===== src/hw/rtl/rpr_pkg.sv =====
package rpr_pkg;

	// register file geometry
	localparam int REG_COUNT = 256;
	localparam int RF_AW = (REG_COUNT > 1) ? $clog2(REG_COUNT) : 1;

	localparam int BYTE_W = 8;
	localparam int CFG_IDX_W = 3;

	// length byte carried by every response
	localparam logic [BYTE_W-1:0] RESP_LEN = 8'd2;

	// configuration register indexes
	typedef enum logic [CFG_IDX_W-1:0] {
		CFG_READ_OP  = 3'd0,
		CFG_WRITE_OP = 3'd1,
		CFG_ACK_OP   = 3'd2,
		CFG_NACK_OP  = 3'd3,
		CFG_NOP_OP   = 3'd4,
		CFG_SUM_ERR  = 3'd5,
		CFG_CMD_ERR  = 3'd6
	} cfg_reg_t;

	// byte slots of a response frame
	typedef enum logic [2:0] {
		RP_CMD  = 3'd0,
		RP_LEN  = 3'd1,
		RP_ADDR = 3'd2,
		RP_DATA = 3'd3,
		RP_SUM  = 3'd4
	} resp_pos_t;

endpackage


===== src/hw/rtl/rpr_if.sv =====
interface rpr_rx_if;
	import rpr_pkg::*;
	logic              valid;
	logic              ready;
	logic [BYTE_W-1:0] rx_byte;

	modport source (output valid, output rx_byte, input ready);
	modport sink (input valid, input rx_byte, output ready);
endinterface

interface rpr_tx_if;
	import rpr_pkg::*;
	logic              valid;
	logic              ready;
	logic [BYTE_W-1:0] tx_byte;
	logic              frame_end;
	logic              nop_seen;

	modport source (output valid, output tx_byte, output frame_end, output nop_seen,
		input ready);
	modport sink (input valid, input tx_byte, input frame_end, input nop_seen,
		output ready);
endinterface


===== src/hw/rtl/register_packet_responder.sv =====
// Byte-stream register responder. Frames arrive on rx as command, length, payload
// and checksum bytes, with the 8-bit sum of the whole frame wrapping to zero. Read
// and write commands act on a 256-byte register file held in a single-port-write
// RAM and are answered on tx with a five-byte ACK (ack opcode, 2, address, data,
// checksum); a bad checksum or unknown command gets a five-byte NACK carrying the
// matching error code. ACK, NACK and NOP frames get no answer; a good NOP sets the
// sticky nop_seen flag. Command, length and payload bytes are taken one per cycle.
// The checksum byte of a frame is taken only when the response path is empty: a
// response passes through the RAM read stage and is then sent on tx, so with tx
// always ready back-to-back minimum frames of three bytes are held back at their
// checksum byte, and frames of seven bytes or more run at one byte per cycle.
// The user writes opcodes and error codes over the cfg port only while the block
// is idle; the block itself does not enforce this. No clearing pass is needed
// after reset, a valid bit per register file entry stands in for the cleared RAM.
module register_packet_responder
	import rpr_pkg::*;
(
	input  logic                 clk,
	input  logic                 arst_n,
	rpr_rx_if.sink               rx,
	rpr_tx_if.source             tx,
	input  logic                 cfg_write_en,
	input  logic [CFG_IDX_W-1:0] cfg_index,
	input  logic [BYTE_W-1:0]    cfg_data
);

	// configuration
	logic [BYTE_W-1:0] read_op_q, write_op_q, ack_op_q, nack_op_q, nop_op_q;
	logic [BYTE_W-1:0] sum_err_q, cmd_err_q;

	// receive frame state
	logic [8:0]        pos_q;
	logic [BYTE_W-1:0] cmd_q, len_q, fp_q, sp_q, sum_q;
	logic              nop_q;
	logic              rf_valid_q [REG_COUNT];

	// ram read stage
	logic              valid_s1;
	logic [BYTE_W-1:0] cmd_s1, addr_s1, data_s1;
	logic              use_ram_s1, inrange_s1, rvalid_s1, nop_s1;

	// response buffer
	logic              resp_busy_q;
	resp_pos_t         resp_pos_q;
	logic [BYTE_W-1:0] resp_cmd_q, resp_addr_q, resp_data_q, resp_sum_q;
	logic              resp_nop_q;

	logic              is_last, rx_acc, end_acc, fp_inrange;
	logic [BYTE_W-1:0] sum_next, rd_data;
	logic              dec_emit, dec_wr, dec_use_ram, dec_nop;
	logic [BYTE_W-1:0] dec_cmd, dec_addr, dec_data;
	logic [RF_AW-1:0]  rf_idx;
	logic [BYTE_W-1:0] ram_rdata;

	// frame end detection and input handshake
	always_comb begin
		is_last    = (pos_q >= 9'd2) && (pos_q >= ({1'b0, len_q} + 9'd2));
		rx.ready   = !is_last || (!valid_s1 && !resp_busy_q);
		rx_acc     = rx.valid && rx.ready;
		end_acc    = rx_acc && is_last;
		sum_next   = sum_q + rx.rx_byte;
		fp_inrange = {1'b0, fp_q} < 9'(REG_COUNT);
		rf_idx     = fp_q[RF_AW-1:0];
	end

	// command decode at the checksum byte, first match wins
	always_comb begin
		dec_emit    = 1'b0;
		dec_wr      = 1'b0;
		dec_use_ram = 1'b0;
		dec_nop     = 1'b0;
		dec_cmd     = nack_op_q;
		dec_addr    = '0;
		dec_data    = '0;
		priority if (sum_next != '0) begin
			dec_emit = 1'b1;
			dec_data = sum_err_q;
		end else if (cmd_q == read_op_q) begin
			dec_emit    = 1'b1;
			dec_use_ram = 1'b1;
			dec_cmd     = ack_op_q;
			dec_addr    = fp_q;
		end else if (cmd_q == write_op_q) begin
			dec_emit = 1'b1;
			dec_wr   = fp_inrange;
			dec_cmd  = ack_op_q;
			dec_addr = fp_q;
			dec_data = fp_inrange ? sp_q : '0;
		end else if ((cmd_q == ack_op_q) || (cmd_q == nack_op_q)) begin
			dec_emit = 1'b0;
		end else if (cmd_q == nop_op_q) begin
			dec_nop = 1'b1;
		end else begin
			dec_emit = 1'b1;
			dec_data = cmd_err_q;
		end
	end

	// register file storage
	rpr_ram #(
		.WIDTH(BYTE_W),
		.DEPTH(REG_COUNT)
	) u_rf (
		.clk  (clk),
		.we   (end_acc && dec_wr),
		.waddr(rf_idx),
		.wdata(sp_q),
		.re   (end_acc),
		.raddr(rf_idx),
		.rdata(ram_rdata)
	);

	// control state
	always_ff @(posedge clk or negedge arst_n) begin
		if (!arst_n) begin
			read_op_q   <= 8'd0;
			write_op_q  <= 8'd1;
			ack_op_q    <= 8'd2;
			nack_op_q   <= 8'd3;
			nop_op_q    <= 8'd4;
			sum_err_q   <= 8'd1;
			cmd_err_q   <= 8'd2;
			pos_q       <= '0;
			nop_q       <= 1'b0;
			valid_s1    <= 1'b0;
			resp_busy_q <= 1'b0;
			resp_pos_q  <= RP_CMD;
			for (int i = 0; i < REG_COUNT; i++) begin
				rf_valid_q[i] <= 1'b0;
			end
		end else begin
			// configuration writes
			if (cfg_write_en) begin
				unique case (cfg_reg_t'(cfg_index))
					CFG_READ_OP:  read_op_q  <= cfg_data;
					CFG_WRITE_OP: write_op_q <= cfg_data;
					CFG_ACK_OP:   ack_op_q   <= cfg_data;
					CFG_NACK_OP:  nack_op_q  <= cfg_data;
					CFG_NOP_OP:   nop_op_q   <= cfg_data;
					CFG_SUM_ERR:  sum_err_q  <= cfg_data;
					CFG_CMD_ERR:  cmd_err_q  <= cfg_data;
					default: ;
				endcase
			end

			// byte position
			if (rx_acc) begin
				if (is_last) begin
					pos_q <= '0;
				end else begin
					pos_q <= pos_q + 9'd1;
				end
			end

			if (end_acc && dec_nop) begin
				nop_q <= 1'b1;
			end
			if (end_acc && dec_wr) begin
				rf_valid_q[rf_idx] <= 1'b1;
			end

			valid_s1 <= end_acc && dec_emit;

			// response buffer load and drain
			if (valid_s1) begin
				resp_busy_q <= 1'b1;
				resp_pos_q  <= RP_CMD;
			end else if (tx.valid && tx.ready) begin
				if (resp_pos_q == RP_SUM) begin
					resp_busy_q <= 1'b0;
				end else begin
					resp_pos_q <= resp_pos_t'(resp_pos_q + 3'd1);
				end
			end
		end
	end

	// frame fields and running sum
	always_ff @(posedge clk) begin
		if (rx_acc) begin
			if (pos_q == 9'd0) begin
				cmd_q <= rx.rx_byte;
				sum_q <= rx.rx_byte;
				fp_q  <= '0;
				sp_q  <= '0;
			end else if (pos_q == 9'd1) begin
				len_q <= rx.rx_byte;
				sum_q <= sum_next;
			end else if (!is_last) begin
				if (pos_q == 9'd2) begin
					fp_q <= rx.rx_byte;
				end
				if (pos_q == 9'd3) begin
					sp_q <= rx.rx_byte;
				end
				sum_q <= sum_next;
			end else begin
				sum_q <= '0;
			end
		end
	end

	// ram read stage payload
	always_ff @(posedge clk) begin
		if (end_acc) begin
			cmd_s1     <= dec_cmd;
			addr_s1    <= dec_addr;
			data_s1    <= dec_data;
			use_ram_s1 <= dec_use_ram;
			inrange_s1 <= fp_inrange;
			rvalid_s1  <= fp_inrange && rf_valid_q[rf_idx];
			nop_s1     <= nop_q;
		end
	end

	// register data, unwritten or out of range entries read zero
	always_comb begin
		if (use_ram_s1) begin
			rd_data = (inrange_s1 && rvalid_s1) ? ram_rdata : '0;
		end else begin
			rd_data = data_s1;
		end
	end

	// response buffer payload
	always_ff @(posedge clk) begin
		if (valid_s1) begin
			resp_cmd_q  <= cmd_s1;
			resp_addr_q <= addr_s1;
			resp_data_q <= rd_data;
			resp_sum_q  <= 8'd0 - (cmd_s1 + RESP_LEN + addr_s1 + rd_data);
			resp_nop_q  <= nop_s1;
		end
	end

	// output byte select
	always_comb begin
		tx.valid     = resp_busy_q;
		tx.frame_end = (resp_pos_q == RP_SUM);
		tx.nop_seen  = resp_nop_q;
		unique case (resp_pos_q)
			RP_CMD:  tx.tx_byte = resp_cmd_q;
			RP_LEN:  tx.tx_byte = RESP_LEN;
			RP_ADDR: tx.tx_byte = resp_addr_q;
			RP_DATA: tx.tx_byte = resp_data_q;
			RP_SUM:  tx.tx_byte = resp_sum_q;
			default: tx.tx_byte = '0;
		endcase
	end

endmodule


===== src/hw/rtl/rpr_ram.sv =====
module rpr_ram #(
	parameter int WIDTH = 8,
	parameter int DEPTH = 256,
	parameter int AW = (DEPTH > 1) ? $clog2(DEPTH) : 1
) (
	input  logic             clk,
	input  logic             we,
	input  logic [AW-1:0]    waddr,
	input  logic [WIDTH-1:0] wdata,
	input  logic             re,
	input  logic [AW-1:0]    raddr,
	output logic [WIDTH-1:0] rdata
);

	logic [WIDTH-1:0] mem_q [DEPTH];

	// one write port, one registered read port
	always_ff @(posedge clk) begin
		if (we) begin
			mem_q[waddr] <= wdata;
		end
		if (re) begin
			rdata <= mem_q[raddr];
		end
	end

endmodule


===== src/flat_wrapper.sv =====
// flat-port wrapper written by rule: the top's interface ports become plain ports
module register_packet_responder_flat import rpr_pkg::*;
  (clk, arst_n, cfg_write_en, cfg_index, cfg_data, rx_valid, rx_rx_byte, rx_ready, tx_valid, tx_tx_byte, tx_frame_end, tx_nop_seen, tx_ready);
  rpr_rx_if rx_i ();
  rpr_tx_if tx_i ();
  input  logic clk;
  input  logic arst_n;
  input  logic cfg_write_en;
  input  logic [CFG_IDX_W-1:0] cfg_index;
  input  logic [BYTE_W-1:0] cfg_data;
  input wire logic [$bits(rx_i.valid)-1:0] rx_valid;
  input wire logic [$bits(rx_i.rx_byte)-1:0] rx_rx_byte;
  output wire logic [$bits(rx_i.ready)-1:0] rx_ready;
  output wire logic [$bits(tx_i.valid)-1:0] tx_valid;
  output wire logic [$bits(tx_i.tx_byte)-1:0] tx_tx_byte;
  output wire logic [$bits(tx_i.frame_end)-1:0] tx_frame_end;
  output wire logic [$bits(tx_i.nop_seen)-1:0] tx_nop_seen;
  input wire logic [$bits(tx_i.ready)-1:0] tx_ready;
  assign rx_i.valid = rx_valid;
  assign rx_i.rx_byte = rx_rx_byte;
  assign rx_ready = rx_i.ready;
  assign tx_valid = tx_i.valid;
  assign tx_tx_byte = tx_i.tx_byte;
  assign tx_frame_end = tx_i.frame_end;
  assign tx_nop_seen = tx_i.nop_seen;
  assign tx_i.ready = tx_ready;
  register_packet_responder u_core (.clk(clk), .arst_n(arst_n), .rx(rx_i), .tx(tx_i), .cfg_write_en(cfg_write_en), .cfg_index(cfg_index), .cfg_data(cfg_data));
endmodule

===== config.mk =====
export PLATFORM = sky130hd
export DESIGN_NAME = register_packet_responder_flat
export DESIGN_NICKNAME = d
export VERILOG_FILES = /design/src/hw/rtl/rpr_pkg.sv /design/src/hw/rtl/rpr_if.sv /design/src/hw/rtl/register_packet_responder.sv /design/src/hw/rtl/rpr_ram.sv /design/src/flat_wrapper.sv
export SDC_FILE = /design/constraint.sdc
export NUM_CORES = 2
export LEC_CHECK = 0
export BUFFER_PORTS_ARGS = -buffer_cell sky130_fd_sc_hd__buf_2
export CAP_MARGIN = 5
export CORE_UTILIZATION = 38
export DETAILED_ROUTE_END_ITERATION = 7
export SKIP_CTS_REPAIR_TIMING = 1
export SLEW_MARGIN = 20
export SYNTH_ARGS = -nofsm -noshare
export SYNTH_HDL_FRONTEND = slang
export SYNTH_SLANG_ARGS = --single-unit

===== constraint.sdc =====
create_clock -name clk -period 5 [get_ports clk]
set_clock_uncertainty 0.05 [all_clocks]
set_input_delay 0.25 -clock clk [delete_from_list [all_inputs] [get_ports clk]]
set_output_delay 0.25 -clock clk [all_outputs]
set_load 0.005 [all_outputs]

==> metrics.md <==
| Metric | Value |
|---|---|
| Yosys warning count | `0` |
| Detail Route Antenna Nets | `0` |
| DIE WIDTH | `around 510 µm` |
| Final Cell Area | `between 100000 and 150000 µm²` |
| Detailed-route wire length | `around 290000 µm` |
| DR vias | `54.31k` |
| Boundary Pins | `36` |
| Synth Cell Area | `99480 µm²` |
| Post-DP Area | `107500 µm²` |
| Tot Pwr | `~0.044 W` |
| Total gr overflow | `0` |
| Leakage power | `~40 nW` |
| Post-synth EDFFs | `~2.2k` |
| TNS Setup | `0 ns` |
| Routability Congestion | `0.8857` |
| DP Wirelength | `180000 µm` |
| Hold Violations, Final | `0` |
| Critical Path AT | `4.93 ns` |
| Mapped Cells | `between 4k and 5k` |
| Final period util | `88.28%` |
| Yosys reg bits | `around 2.5k` |
| Max Slew Vio Count | `0` |
| H-tree Lvls | `5` |
| Period minus WS final | `around 4.4 ns` |
| Initial DRC count | `around 7.5k` |
| Share of the synthesized area in the top cell type | `between 60 and 70%` |
| Synth top area cells | `edfxtp_1 65%, mux4_2 14%, dfrtp_1 8.0%` |
| Yosys cell types | `between 70 and 80` |
| Final nets | `between 5k and 6k` |
| CTS root buffer | `clkbuf_16` |
| Peak-usage layer in the global routing report | `met2` |
| Hold WC Path Type | `input pin to flop` |
| R2R depth | `15` |
| Worst-Margin Slew | `1.221 ns` |
| Max Fclk | `~0.23 GHz` |
| Met1 GRT Util | `a little under a third` |
| Initial Util | `between 30% and 40%` |
| WL/cell | `around 31 µm` |
| Initial antenna violation count | `7` |
| Final hold slack | `approximately 0.15 ns` |
| CP Launch Type | `flop` |
| Synth-to-Final Area Change | `17.15%` |
| Post-route setup slack | `between 0.5 and 0.6 ns` |
| Largest reg by FF count | `u_core.u_rf.mem_q` |
| WS Path Type | `flop to flop` |
| Worst IR drop on VDD | `0.2744 mV` |
| Status | `finished clean` |
| GRT Util Overall | `between 20 and 25%` |
| First-pass GRT wire length | `between 400000 and 500000 µm` |
| Reg2reg setup slack | `about 0.59 ns` |
| Synthesized area per cell | `19.94 µm²` |
| Pin count of the biggest net entering global routing | `a little under 200` |
| GR Util met2 | `between 30% and 40%` |
| TritonCTS Buffers | `280` |
| Place WS | `around 0.69 ns` |
| CP Data Required Time | `~5.5 ns` |
| Synth area leader | `edfxtp_1` |
| M3 GR Usage | `~4.6%` |
| Rel. slew slack | `18.58%` |
| CTS tree | `done` |
| Crit end category | `flop` |
| Core area | `around 260000 µm²` |
| Worst-skew pair later-pin latency | `0.94 ns` |
| Crit-path max FO | `between 50 and 60` |
| Router iterations before antenna repair | `6` |
| Largest registers | `u_core.u_rf.mem_q: 2048 flops, u_core.rf_valid_q: 256 flops, u_core.pos_q: 9 flops` |
| Sequential share of the synthesized area | `approximately 73%` |
| Max Cap Violations | `0` |
| Via density | `between 5 and 6` |
| RSZ-0062 raised after global routing | `no` |
| Clock transition at the registers of the reported paths | `0.06 ns` |
| Vias in the first global route | `about 54k` |
| Die Ht | `just over 500 µm` |
| Max FFs per register | `2048` |
| Port bufs | `35` |
| Die area | `263800 µm²` |
| Syn Nets | `5056` |
| Worst Hold Depth | `4` |
| Clk sinks | `2483` |
| Layout cells sized above 1 | `34.11%` |
| Std-Cell Rows | `approximately 190` |
| Async set or reset register ratio after synthesis | `13.17%` |
| Number of setup violations in the final report | `0` |
| Synth Flop Type | `edfxtp_1` |
| Power density over the cells | `approximately 380 nW/µm²` |
| Worst-case clock buffer depth | `4` |
| DRC violations left | `0` |
-- layout make-up --
cell class	count	area (µm²)
multi-input cells	2099	24860
clock inverters	128	1245
fillers	21966	143400
flip-flops and latches	2483	72930
diodes	2	5.005
well taps	3496	4374
repair buffers	643	5381
inverters	53	206.4
clock buffers	351	7533
-- through the flow --
stage | instances | util [%]
finish | 9255 | 44.83
detailed placement | 8748 | 41.35
floorplan | 4990 | -
global placement | 8746 | 41.33
CTS | 9227 | 44.72
global route | 9254 | 44.83
-- worst paths after layout --
| check | startpoint | endpoint |
|---|---|---|
| setup / recovery | u_core.len_q[1] | u_core.u_rf.mem_q[13][4] |
| hold / removal | tx_ready | u_core.tx.valid |
| setup reg to reg | u_core.len_q[1] | u_core.u_rf.mem_q[13][4] |
| hold reg to reg | u_core.nop_s1 | u_core.tx.nop_seen |
| max in group asynchronous | arst_n | u_core.rf_valid_q[26] |
| min in group asynchronous | arst_n | u_core.rf_valid_q[126] |
-- logic make-up after synthesis --
family	share of synthesized area (%)
DFF	73.32
buffers and inverters	1.919
adders and majority gates	0.5886
and+or+nand+nor	3.068
xor gates and xnor gates	0.5383
AOI/OAI and AO/OA	4.470
muxes	16.10
-- power breakdown --
group          switching, W  internal [W]  leakage, nW  total, W
Combinational      0.000860      0.000670         11.2   0.00153
Sequential         0.000189        0.0225         23.8    0.0227
Clock               0.00806        0.0119         4.29    0.0200
-- cell usage after synthesis (all sizes together), types with 12 or more instances --
cell / instances
mux4: 615
clkbuf: 148
nand2: 129
a22oi: 74
a211oi: 14
xor2: 14
buf: 207
nor2: 58
inv: 49
o21ai: 38
nand4: 13
mux2i: 124
nor2b: 12
nor3: 282
o32ai: 16
a21oi: 50
ha: 34
nor4: 18
a31o: 256
dfrtp: 320
nand3: 28
mux2: 82
xnor2: 42
edfxtp: 2156
and2: 21
o22ai: 35
a22o: 18
-- metal layers --
metal	routed length, µm	share of wire (%)
met1	115400	40
met4	11270	3.9
met5	0	0
met2	133400	46
met3	27170	9.5
-- layout by cell type (no fill, tap or decap), types with 25 or more instances in the layout --
master         count
edfxtp_1        2156
mux4_2           615
buf_4            536
dfrtp_1          320
clkbuf_16        288
nor3_1           275
a31o_2           233
nand2_1          129
mux2i_1          124
mux2_2            82
a22oi_1           74
clkinv_1          57
nor2_1            54
clkbuf_1          54
a21oi_1           49
inv_1             47
buf_12            45
xnor2_1           42
o21ai_0           38
clkinv_2          38
o22ai_1           35
ha_1              34
buf_2             34
dlygate4sd3_1     26
bufinv_16         25
-- worst max-delay path: stages, from the launching register on --
cell and delay, ns:
edfxtp_1 0.43, ha_1 0.27, nand2_1 0.08, nor2_1 0.05, xnor2_1 0.13, ha_1 0.28, o21a_1 0.12, o21ai_0 0.11
a221o_1 0.43, nor4_1 0.46, buf_4 0.22, nand3_4 0.09, buf_12 0.23, buf_4 0.38, nor3_1 0.39, buf_4 0.27
Power figures use the tool's default switching activity.
